===== config.mk =====
export PLATFORM = sky130hd
export DESIGN_NAME = tcw_cmd_fifo
export DESIGN_NICKNAME = d
export VERILOG_FILES = /design/src/hw/rtl/tcw_pkg.sv /design/src/hw/rtl/tcw_cmd_fifo.sv
export SDC_FILE = /design/constraint.sdc
export NUM_CORES = 1
export LEC_CHECK = 0
export BUFFER_PORTS_ARGS = -buffer_cell sky130_fd_sc_hd__buf_4
export CAP_MARGIN = 30
export CORE_ASPECT_RATIO = 0.6
export CORE_UTILIZATION = 30
export DETAILED_ROUTE_END_ITERATION = 16
export GPL_ROUTABILITY_DRIVEN = 0
export HOLD_SLACK_MARGIN = 0.1
export PLACE_DENSITY_LB_ADDON = 0.15
export SETUP_SLACK_MARGIN = 0.5
export SKIP_LAST_GASP = 1
export SYNTH_ARGS = -nofsm -noshare
export SYNTH_HDL_FRONTEND = slang
export SYNTH_SLANG_ARGS = --single-unit
export TNS_END_PERCENT = 10

===== constraint.sdc =====
create_clock -name clk -period 5.5 [get_ports clk]
set_input_delay 1.1 -clock clk [delete_from_list [all_inputs] [get_ports clk]]
set_output_delay 1.1 -clock clk [all_outputs]
set_load 0.05 [all_outputs]

===== src/hw/rtl/tcw_pkg.sv =====
`default_nettype none
// ----------------------------------------------------------------------------
// Text console writer package
// Shared widths, codes, command format and controller states.
// ----------------------------------------------------------------------------
package tcw_pkg;

	// Field widths of the request and response channels.
	localparam int unsigned FUNC_W  = 2;
	localparam int unsigned CHAR_W  = 8;
	localparam int unsigned ATTR_W  = 8;
	localparam int unsigned COLOR_W = 4;
	localparam int unsigned TROW_W  = 5;
	localparam int unsigned TCOL_W  = 7;
	localparam int unsigned POS_W   = 11;
	localparam int unsigned CELL_W  = ATTR_W + CHAR_W;

	// Depth of the command queue between front end and back end.
	localparam int unsigned QUEUE_DEPTH = 2;

	// Character codes with a control meaning.
	localparam logic [CHAR_W-1:0] CH_BACKSPACE = 8'h08;
	localparam logic [CHAR_W-1:0] CH_TAB       = 8'h09;
	localparam logic [CHAR_W-1:0] CH_NEWLINE   = 8'h0A;
	localparam logic [CHAR_W-1:0] CH_RETURN    = 8'h0D;
	localparam logic [CHAR_W-1:0] BLANK_CHAR   = 8'h20;

	// Attribute written by the power-on clear.
	localparam logic [ATTR_W-1:0] RESET_ATTR = 8'h07;

	// Tab stops sit on multiples of this value.
	localparam int unsigned TAB_STOP = 8;

	// Function codes of the request channel.
	typedef enum logic [FUNC_W-1:0] {
		FUNC_PUT        = 2'd0,
		FUNC_SET_CURSOR = 2'd1,
		FUNC_CLEAR      = 2'd2,
		FUNC_READ       = 2'd3
	} func_t;

	// Decoded operations handed to the back end.
	typedef enum logic [2:0] {
		OP_PRINT,
		OP_NEWLINE,
		OP_RETURN,
		OP_TAB,
		OP_BACKSPACE,
		OP_SET_CURSOR,
		OP_CLEAR,
		OP_READ
	} op_t;

	// One queued command. Row and column are already clamped to the screen.
	typedef struct packed {
		op_t               op;
		logic [CHAR_W-1:0] ch;
		logic [ATTR_W-1:0] attr;
		logic [TROW_W-1:0] row;
		logic [TCOL_W-1:0] col;
	} cmd_t;

	// Queue fill status.
	typedef struct packed {
		logic full;
		logic empty;
	} q_stat_t;

	// Back end controller states.
	typedef enum logic [2:0] {
		ST_INIT,
		ST_IDLE,
		ST_SCROLL,
		ST_FILL,
		ST_RESP
	} state_t;

endpackage
`default_nettype wire


===== src/hw/rtl/tcw_cmd_fifo.sv =====
`default_nettype none
// ----------------------------------------------------------------------------
// Text console writer command queue
// Short register FIFO that decouples request decode from execution.
// ----------------------------------------------------------------------------
module tcw_cmd_fifo import tcw_pkg::*; (
	input  wire logic clk,
	input  wire logic arst_n,
	input  wire logic push,
	input  wire cmd_t push_cmd,
	input  wire logic pop,
	output cmd_t      head_cmd,
	output q_stat_t   stat
);

	localparam int unsigned PW = (QUEUE_DEPTH > 1) ? $clog2(QUEUE_DEPTH) : 1;
	localparam logic [PW-1:0] LAST_SLOT = PW'(QUEUE_DEPTH - 1);
	localparam logic [PW:0]   FULL_CNT  = (PW+1)'(QUEUE_DEPTH);

	cmd_t          slot_q [QUEUE_DEPTH];
	logic [PW-1:0] wr_ptr_q;
	logic [PW-1:0] rd_ptr_q;
	logic [PW:0]   count_q;

	assign head_cmd   = slot_q[rd_ptr_q];
	assign stat.full  = (count_q == FULL_CNT);
	assign stat.empty = (count_q == '0);

	// Queue storage.
	always_ff @(posedge clk) begin
		if (push) begin
			slot_q[wr_ptr_q] <= push_cmd;
		end
	end

	// Pointers and fill count.
	always_ff @(posedge clk or negedge arst_n) begin
		if (!arst_n) begin
			wr_ptr_q <= '0;
			rd_ptr_q <= '0;
			count_q  <= '0;
		end else begin
			if (push) begin
				wr_ptr_q <= (wr_ptr_q == LAST_SLOT) ? '0 : wr_ptr_q + PW'(1);
			end
			if (pop) begin
				rd_ptr_q <= (rd_ptr_q == LAST_SLOT) ? '0 : rd_ptr_q + PW'(1);
			end
			if (push && !pop) begin
				count_q <= count_q + (PW+1)'(1);
			end else if (pop && !push) begin
				count_q <= count_q - (PW+1)'(1);
			end
		end
	end

endmodule
`default_nettype wire


Word-level counts from Yosys, hierarchy flattened
Memory sizes are Yosys's and may differ from the RTL's.
Cells that the tools add are included.
{"block": "totals", "out_inout_bits": 33, "input_bits": 35, "mem_count": 1, "mem_bits_rw": 62, "wordCells": 21, "register_bits": 4}
{"memory": "slot_q", "depth": 2, "word_bits": 31, "read_ports": 1, "rd_clocked_by_memory_dff": 0, "write_ports": 1, "line_no": "tcw_cmd_fifo.sv:20", "source": "cmd_t slot_q [QUEUE_DEPTH];"}
{"block": "classes", "muxes": 6, "eq_ne": 1, "reduce_logical": 6, "add_sub_neg": 4}
{"op": "two-way mux 1 bit", "count": 4}
{"op": "two-way mux 2 bit", "count": 2}
{"op": "adder 1 bit, second input constant", "count": 2}
{"op": "adder 2 x 1 -> 2 bit, second input constant", "count": 1}
{"op": "equality test 2 bit, second input constant", "count": 1}
{"op": "logical AND 1 bit", "count": 2}
{"op": "logical NOT 1 bit", "count": 2}
{"op": "logical NOT 2 bit", "count": 1}
{"op": "nonzero test 2 bit", "count": 1}
{"op": "subtractor 2 x 1 -> 2 bit, second input constant", "count": 1}

Logic depth before layout (Yosys ltp)
Gate-level depths: netlist of the first run.
{"block": "depth", "ltp_word": 4, "ltp_mapped": 5, "depth_no_buf": 5}

Least setup slack after synthesis of the first run
OpenSTA, ideal clock, no wires.
{"block": "synth_path", "path_type": "input -> register", "start": "input port push", "end": "memory slot_q[0][0] (netlist bit), enable pin", "path_stages": 1, "path_slack_ps": 2572, "arrival_ps": 2505, "path_buffers": 0, "setup_ps": 423, "required_time_ps": 5077, "path_cell_list": "nor2b_1"}
{"block": "synth_between", "elab_chain_len": 2}
{"item": "from (decl)", "line_no": "tcw_cmd_fifo.sv:9", "source": "input wire logic push,"}
{"item": "two-way mux 1 bit", "line_no": "tcw_cmd_fifo.sv:31", "source": "if (push) begin"}
{"item": "two-way mux 1 bit (implied by the code)", "line_no": "tcw_cmd_fifo.sv:32", "source": "slot_q[wr_ptr_q] <= push_cmd;"}
{"item": "to (decl)", "line_no": "tcw_cmd_fifo.sv:20"}
Every way passes these cells.

==> metrics.txt, run 1 <==
status=finished clean; slowest stage cell, crit path=dfrtp_2; Crit Path Max Fanout=23; Avg Vias per Cell=4.00; # setup viols final=0; area delta synth->final=35.2%; CP arrival=1720 ps; Setup Fix Bufs, Post-CTS=0; Starting DRT DRC Count=82; Inserted Clock Buffers=9; crit path kind=flip-flop to output pin; largest net degree at the start of global routing=33; clock tree sinks=66; post-CTS sizing=0; row count=25; synthesized area=2580 sq um; GRT overflow=0; syn nets=149; H-tree levels=3; clock buffer depth=2; post-synthesis sequential area ratio=0.761; DRC Markers=0; worst skew pair latency=330 ps; Buf+Inv Stages, Crit Path=2; n_diodes=0; Worst Hold Class=flip-flop to flip-flop; # fillers=710; multi-input logic area=549 sq um; antenna violations before repair=0; crit start category=flip-flop; drt wl/cell=14.4 microns; chip width=122 microns; clk_skew=3.35 ps; worst-margin pin slew=943 ps; Nets=224; Reg clk slew, reported paths=50 ps; vias in the first global route=1290; I/O Pins=68; first-pass GRT wire length=6.56 mm; Die Y=73.8 microns; pre-CTS setup slack=2720 ps; die area=8980 sq um; Mapped Cells=113; LEAKAGE=1.41 nW; Final min period=2820 ps; Req. time, crit path=4400 ps; RSZ-0062 raised after global routing=false; Avg Inst Size Synth=22.8 sq um; Core Area=8100 sq um; Final WS setup=2680 ps; Yosys reg bits=66; antenna-violating nets left=0; PwrDens=630 nW/um^2; Clock Tree Root=clkbuf_16; Crit path max-delay family=flip-flops; GR Util All Layers=0.108; cts hold-fix bufs=0; router iterations before antenna repair=3; Slew Viols, Final=0; PortBufs=67; post-synth cell types=13; Sum Neg Setup Slack=0 ps; vias=1205; Worst IR Drop VDD=276 uV; HPWL after DPL=2.82 mm; final wirelength=4.33 mm; Final period util=0.513; Worst path max stage delay=580 ps; Max-slew headroom=0.370; share of cells above drive strength 1=0.601; sequential cell area=1960 sq um; TritonCTS clock tree=built; count of yosys warnings during synthesis=0; initial core utilization=0.318; Critical Path Sink Type=output pin; fmax=0.355 GHz; crit path cell chain=buf_12, mux2_2, buf_4; Fin. Hold Viols=0; maxcap violations=0
-- power by group --
part	internal (mW)	switching, mW
sequential	0.673	0.0558
combinational	0.332	0.550
clock	0.393	0.191
total	1.40	0.797
-- routing by layer --
| metal | vias up | track usage | share of wire | wire [microns] |
|---|---|---|---|---|
| met4 | 0 | 0.0658 | 0.026 | 114 |
| met3 | 12 | 0.0738 | 0.11 | 468 |
| li1 | 586 | - | - | - |
| met2 | 52 | 0.151 | 0.43 | 1860 |
| met1 | 555 | 0.120 | 0.43 | 1880 |
| met5 | - | 0 | 0 | 0 |
-- through the flow --
stage	instances	utilization	cell area [sq um]	hold WS, ps	power [mW]
2_1_floorplan	113	-	2580	453	1.44
3_3_place_gp	284	0.389	3150	476	1.61
3_5_place_dp	284	0.389	3150	517	1.63
4_1_cts	300	0.428	3460	528	2.22
5_1_grt	301	0.430	3480	545	2.29
6_report	301	0.430	3480	529	2.19
-- registers in the layout, indices dropped and copies added (netlist names) --
name	cells
count_q	2
rd_ptr_q	1
slot_q	62
wr_ptr_q	1
-- synthesized netlist by cell type --
master / instances / area, sq um
edfxtp_1: 62 / 1860
mux2_4: 29 / 435
dfrtp_1: 4 / 100
xor2_1: 4 / 35.0
buf_12: 3 / 60.1
mux2_2: 2 / 22.5
nor2_1: 2 / 7.51
nor2b_1: 2 / 12.5
and2_1: 1 / 6.26
buf_6: 1 / 11.3
ha_1: 1 / 12.5
inv_1: 1 / 3.75
xnor2_1: 1 / 8.76
-- logic make-up after synthesis --
kind of cell  after synthesis  synth area share
buf+inv                     5            0.0291
fa+ha+maj                   1           0.00485
mux                        31             0.178
flops                      66             0.761
simple gates                5            0.0102
xor+xnor                    5            0.0170
-- cell usage in the layout (no fill, tap or decap), drive strengths merged --
cell type,n
inv,1
mux2,31
clkbuf,10
bufinv,2
clkinvlp,1
and2,1
xor2,4
nor2,2
xnor2,1
dfrtp,4
nor2b,2
ha,1
edfxtp,62
clkinv,3
buf,68
-- worst paths after layout --
path                                 to  cells past startpoint  startpoint  slack, ps
max in group asynchronous      rd_ptr_q                      1      arst_n       4830
min in group asynchronous    count_q[0]                      1      arst_n        560
setup / recovery           head_cmd[10]                      3    rd_ptr_q       2680
hold / removal               count_q[1]                      1  count_q[1]        530
setup reg to reg           slot_q[0][6]                      1    wr_ptr_q       3930
hold reg to reg              count_q[1]                      1  count_q[1]        530
-- final cells by class --
class,instances,area share
clock buffer,10,0.0657
clock inverter,6,0.0233
inverter,1,0.00108
multi-input combinational,42,0.158
sequential,66,0.563
tap,108,0.0388
timing repair buffer,68,0.150
No activity file was read; power rests on OpenSTA's default activity.
==> run 2: changes to the inputs <==
--- a/config.mk
+++ b/config.mk
@@ -5,6 +5,7 @@
 export SDC_FILE = /design/constraint.sdc
 export NUM_CORES = 1
 export LEC_CHECK = 0
+export ABC_AREA = 1
 export BUFFER_PORTS_ARGS = -buffer_cell sky130_fd_sc_hd__buf_4
 export CAP_MARGIN = 30
 export CORE_ASPECT_RATIO = 0.6
==> constraint.sdc (replaced) <==
create_clock -name clk -period 2.6 [get_ports clk]
set_input_delay 0.52 -clock clk [delete_from_list [all_inputs] [get_ports clk]]
set_output_delay 0.52 -clock clk [all_outputs]
set_load 0.05 [all_outputs]
==> run 2 against run 1 <==
Effect of this change: final cell count rose by 6.0%; via count rose by 11%; sequential power rose by 110%; area after synthesis rose by 0.78%; register-to-register slack got worse by 2800 ps; critical path type unchanged; largest power group unchanged.
==> metrics.txt, run 2 <==
Worst Hold Class=primary input to flip-flop; CP dominant cell by count=buf_4; chip width=122 microns (+0.38%); fin cells=319 (+6.0%); post-synth cell types=14 (+1); Core Area=8130 sq um (+0.39%); GRT overflow=0 (unchanged); H-tree levels=3 (unchanged); top post-synthesis cells by area=edfxtp_1, mux2_4, dfrtp_1; Req. time, crit path=2080 ps (-2320 ps); area delta synth->final=36.9%; final wirelength=4.71 mm (+8.9%); most common cell in the synthesized netlist=edfxtp_1; PortBufs=67 (unchanged); Stages on worst setup path=3 (unchanged); Slew Viols, Final=0 (unchanged); Avg Vias per Cell=4.18 (+4.3%); crit path cell chain=buf_4, mux2_4, buf_4; TritonCTS clock tree=built; Crit Path Max Fanout=7 (-70%); Clock Tree Root=clkbuf_16; syn nets=158 (+6.0%); Starting DRT DRC Count=76 (-7.3%); grt peak-use layer=met2; PwrDens=1300 nW/um^2 (+110%); post-synthesis sequential area ratio=0.755 (-0.00587); count of yosys warnings during synthesis=0 (unchanged); path depth of the worst reg2reg path=2 (+1); Reg clk slew, reported paths=50 ps (about the same); Main synth FF type=edfxtp_1; Tot Pwr=4.64 mW (+110%); commonest non-fill, non-tap cell in the layout=buf_4; synthesized area=2600 sq um (+0.78%); slowest stage cell, crit path=dfrtp_4; worst skew pair latency=330 ps (about the same); Yosys reg bits=66 (unchanged); fmax=0.487 GHz; worst-margin pin slew=443 ps (-500 ps); Mapped Cells=122 (+8.0%); met2 Use GR=0.181 (+0.0305); n_diodes=0 (unchanged); hold path cells=1 (unchanged); Worst path max stage delay=530 ps (-50 ps); share of cells above drive strength 1=0.578 (-0.0228); Buf+Inv Stages, Crit Path=2 (unchanged); Critical Path Sink Type=output pin; RSZ-0062 raised after global routing=true; antenna-violating nets left=0 (unchanged); most frequent cells in the layout=buf_4, edfxtp_1, mux2_4; ys async rst share=0.0606 (unchanged); LEAKAGE=1.46 nW (+4.1%); row count=25 (unchanged); Worst IR Drop VDD=668 uV (+140%); Max-slew headroom=0.704 (+0.334); drt wl/cell=14.8 microns (+2.8%); initial core utilization=0.319 (+0.00124); vias in the first global route=1408 (+9.1%); clk_skew=7.55 ps (+4.20 ps); router iterations before antenna repair=4 (+1); Final period util=0.790; crit path kind=flip-flop to output pin; clock buffer depth=2 (unchanged); Final min period=2050 ps; GR Util All Layers=0.114 (+0.00624); first-pass GRT wire length=7.07 mm (+7.8%); DRC Markers=0 (unchanged); Die Y=74.1 microns (+0.37%); Synth top area share=0.717 (-0.00557); DP Cell Count=298 (+4.9%); Largest regs=slot_q x62, count_q x2; I/O Pins=68 (unchanged); met1 GRT Util=0.123 (+0.00285); antenna violations before repair=0 (unchanged); maxcap violations=0 (unchanged); crit start category=flip-flop; vias=1332 (+11%); Avg Inst Size Synth=21.3 sq um (-6.7%); Sum Neg Setup Slack=0 ps (unchanged); Largest Register=slot_q; # setup viols final=0 (unchanged); clock tree sinks=66 (unchanged); Crit path max-delay family=flip-flops; number of flip-flops in the largest register=62 (unchanged); leading area contributor after synthesis=edfxtp_1; GRT met3 Usage=0.0667 (-0.00704); top cells by count, synth=edfxtp_1, mux2_4, inv_1; CP arrival=1530 ps (-190 ps); Fin. Hold Viols=0 (unchanged); status=finished clean; Inserted Clock Buffers=9 (unchanged); Post-synth EDFFs=62 (unchanged); Nets=242 (+8.0%); die area=9050 sq um (+0.75%); largest net degree at the start of global routing=23 (-30%)
run 2: cell count changes in the layout (fill, tap and decap cells not counted), sizes merged, moves of 2 or more:
| cell | previous run | this run |
|---|---|---|
| buf | 68 | 76 |
| inv | 1 | 7 |
| nand2 | 0 | 5 |
| nor2b | 2 | 0 |
| xor2 | 4 | 2 |
run 2: final cells by class:
type | count | area, sq um
clock inverter | 6 | 57.6
inverter | 7 | 26.3
tap | 108 | 135
clock buffer | 10 | 229
sequential | 66 | 1970
fill | 750 | 4580
timing repair buffer | 77 | 597
multi-input combinational | 45 | 546
run 2: worst register-to-register path, cell delays in order, from the launching register on:
cell and delay [ps]:
dfrtp_1 420, nor2_4 320, buf_4 380
run 2: routing by layer:
metal,part of all wire,vias to the layer above
met3,0.086,9
met5,0,-
met2,0.48,48
li1,-,628
met1,0.42,647
met4,0.016,0
run 2: cells by family (layout without fill, tap and decap cells):
group,count (synthesis),in the layout,share of synthesized area
flops,66,66,0.755
mux,31,31,0.176
buf+inv,11,100,0.0376
simple gates,10,10,0.0159
xor+xnor,3,3,0.0101
fa+ha+maj,1,1,0.00482
run 2: worst paths after layout:
kind                               from            end  slack, ps
max in group asynchronous        arst_n       rd_ptr_q       1960
setup reg to reg               wr_ptr_q   slot_q[0][1]       1120
min in group asynchronous        arst_n       wr_ptr_q        520
hold reg to reg              count_q[1]     count_q[1]        530
setup / recovery               rd_ptr_q   head_cmd[22]        550
hold / removal             push_cmd[25]  slot_q[0][25]        380
run 2: repair_timing:
action,CTS,global route
hold buffers,1,0
endpoints found under the setup margin,21,12
gates resized for setup,2,0
buffers inserted,3,1
hold endpoints to repair,4,0
pin swaps,0,0
run 2: report_power, final:
part / internal, mW / leakage [nW] / switching (mW)
clock: 0.732 / 0.134 / 0.409
sequential: 1.42 / 0.628 / 0.0983
combinational: 0.767 / 0.701 / 1.21
total: 2.92 / 1.46 / 1.72
run 2: through the flow:
stage | util | setup slack [ps] | hold WS (ps) | cell area, sq um
after detailed placement | 0.396 | 654 | 322 | 3220
after CTS | 0.436 | 525 | 362 | 3550
after global routing | 0.437 | 495 | 356 | 3560
after global placement | 0.396 | 681 | 319 | 3220
after floorplan | - | 841 | 224 | 2600
final | 0.437 | 546 | 376 | 3560
==> run 3: changes to the inputs <==
--- a/config.mk
+++ b/config.mk
@@ -5,7 +5,7 @@
 export SDC_FILE = /design/constraint.sdc
 export NUM_CORES = 1
 export LEC_CHECK = 0
-export ABC_AREA = 1
+export ABC_AREA = 0
 export BUFFER_PORTS_ARGS = -buffer_cell sky130_fd_sc_hd__buf_4
 export CAP_MARGIN = 30
 export CORE_ASPECT_RATIO = 0.6
==> constraint.sdc (replaced) <==
create_clock -name clk -period 2 [get_ports clk]
set_input_delay 0.4 -clock clk [delete_from_list [all_inputs] [get_ports clk]]
set_output_delay 0.4 -clock clk [all_outputs]
set_load 0.05 [all_outputs]
==> run 3 against run 2 <==
Effect of this change: core utilization is 0.65 points lower; register-to-register slack worse by 470 ps; power is 25% higher.
==> metrics.txt, run 3 (synthesis gave the netlist of run 1 again) <==
worst-margin pin slew=411 ps (-32.8 ps); crit path kind=flip-flop to output pin; Die Y=73.8 microns (-0.37%); maxcap violations=0 (unchanged); Clock Tree Root=clkbuf_16; GR Util All Layers=0.105 (-0.00918); # setup viols final=0 (unchanged); HPWL after DPL=2.89 mm; area delta synth->final=35.4%; crit path to=head_cmd[11]; LEAKAGE=1.41 nW (-3.6%); Core Area=8100 sq um (-0.38%); final hold slack=260 ps (-116 ps); Sum Neg Setup Slack=0 ps (unchanged); r2r setup slk=650 ps (-470 ps); clk_skew=5.80 ps (-1.76 ps); Final WS setup=150 ps (-396 ps); number of flip-flops in the largest register=62 (unchanged); crit path cell chain=buf_8, mux2_2, buf_4; PortBufs=67 (unchanged); sequential cell area=1960 sq um (-0.13%); commonest non-fill, non-tap cell in the layout=buf_4; row count=25 (unchanged); Nets=228 (-5.8%); fmax=0.541 GHz; clock tree sinks=66 (unchanged); PwrDens=1660 nW/um^2 (+27%); Reg clk slew, reported paths=50 ps (about the same); Avg Vias per Cell=4.04 (-3.3%); Max-slew headroom=0.726 (+0.0216); RSZ-0062 raised after global routing=true; clock buffer depth=2 (unchanged); first-pass GRT wire length=6.51 mm (-8.0%); Reg2Reg Capture Point=slot_q[1][6]; Starting DRT DRC Count=82 (+7.9%); Final period util=0.925; Reg-to-Reg Start=wr_ptr_q; DRC Markers=0 (unchanged); GRT overflow=0 (unchanged); Largest Register=slot_q; CP arrival=1450 ps (-80 ps); Worst IR Drop VDD=793 uV (+19%); Setup Fix Bufs, Post-CTS=0 (-3); path depth of the worst reg2reg path=2 (unchanged); antenna-violating nets left=0 (unchanged); router iterations before antenna repair=2 (-2); initial core utilization=0.318 (-0.00124); largest net degree at the start of global routing=21 (-8.7%); Critical Path Sink Type=output pin; share of cells above drive strength 1=0.592 (+0.0136); Slew Viols, Final=0 (unchanged); vias in the first global route=1283 (-8.9%); slowest stage cell, crit path=dfrtp_2; multi-input logic area=549 sq um (+0.69%); chip width=122 microns (-0.38%); antenna violations before repair=0 (unchanged); status=finished clean; H-tree levels=3 (unchanged); TritonCTS clock tree=built; Worst Hold Class=primary input to flip-flop; Req. time, crit path=1600 ps (-480 ps); drt wl/cell=14.1 microns (-4.4%); Fin. Hold Viols=0 (unchanged); crit path launch=rd_ptr_q; vias=1228 (-7.8%); most frequent cells in the layout=buf_4, edfxtp_1, mux2_4; final wirelength=4.29 mm (-8.9%); Final min period=1850 ps; Worst path max stage delay=400 ps (-130 ps); n_diodes=0 (unchanged); I/O Pins=68 (unchanged); # fillers=730 (-2.7%); Largest regs=slot_q x62, count_q x2; crit start category=flip-flop; worst skew pair latency=320 ps (about the same); die area=8980 sq um (-0.75%); Inserted Clock Buffers=9 (unchanged); pre-CTS setup slack=350 ps (-304 ps); Crit Path Max Fanout=12 (+5)
run 3: area by class of cell:
cell class                      count  share of cell area
Clock buffer                        9              0.0645
Clock inverter                      6             0.00717
Inverter                            1             0.00108
Multi-Input combinational cell     42               0.157
Sequential cell                    66               0.563
Tap cell                          108              0.0387
Timing Repair Buffer               72               0.169
run 3: critical path: cells and delay by family, from the launching register on:
family | cells | cell delay [ps]
DFF | 1 | 400
buffers and inverters | 2 | 370
muxes | 1 | 370
run 3: routing by layer:
| metal | part of all wire | track usage | wire [microns] |
|---|---|---|---|
| met2 | 0.46 | 0.164 | 1990 |
| met4 | 0.0077 | 0.0412 | 33 |
| met5 | 0 | 0 | 0 |
| met3 | 0.10 | 0.0683 | 428 |
| met1 | 0.43 | 0.114 | 1840 |
run 3: how the worst min path moves through the flow:
| stage | startpoint | end | slack, ps | depth (start not counted) |
|---|---|---|---|---|
| 2_1_floorplan | arst_n | count_q[0] | 100 | 0 |
| 3_3_place_gp | arst_n | count_q[1] | 200 | 1 |
| 3_5_place_dp | arst_n | count_q[1] | 200 | 1 |
| 4_1_cts | push_cmd[26] | slot_q[1][26] | 240 | 1 |
| 5_1_grt | push_cmd[2] | slot_q[1][2] | 240 | 1 |
| 6_report | push_cmd[2] | slot_q[1][2] | 260 | 1 |
run 3: report_power, final:
part	switching, mW	leakage [nW]	internal (mW)	total, mW
Sequential	0.106	0.628	1.85	1.95
Combinational	1.57	0.657	0.985	2.56
Clock	0.492	0.125	0.805	1.30
run 3: repair_timing:
item,in CTS,in global routing
resized for setup,5,0
endpoints found under the setup margin,31,33
hold endpoints to repair,4,0
hold buffers,1,0
cloned,0,0
run 3: stage by stage:
step | utilization | total power, mW | instance area (sq um) | instances
after floorplan | - | 3.96 | 2580 | 113
after global placement | 0.396 | 4.48 | 3210 | 288
after detailed placement | 0.396 | 4.52 | 3210 | 288
after CTS | 0.431 | 5.90 | 3490 | 304
after global routing | 0.431 | 6.05 | 3490 | 304
final | 0.431 | 5.81 | 3490 | 304
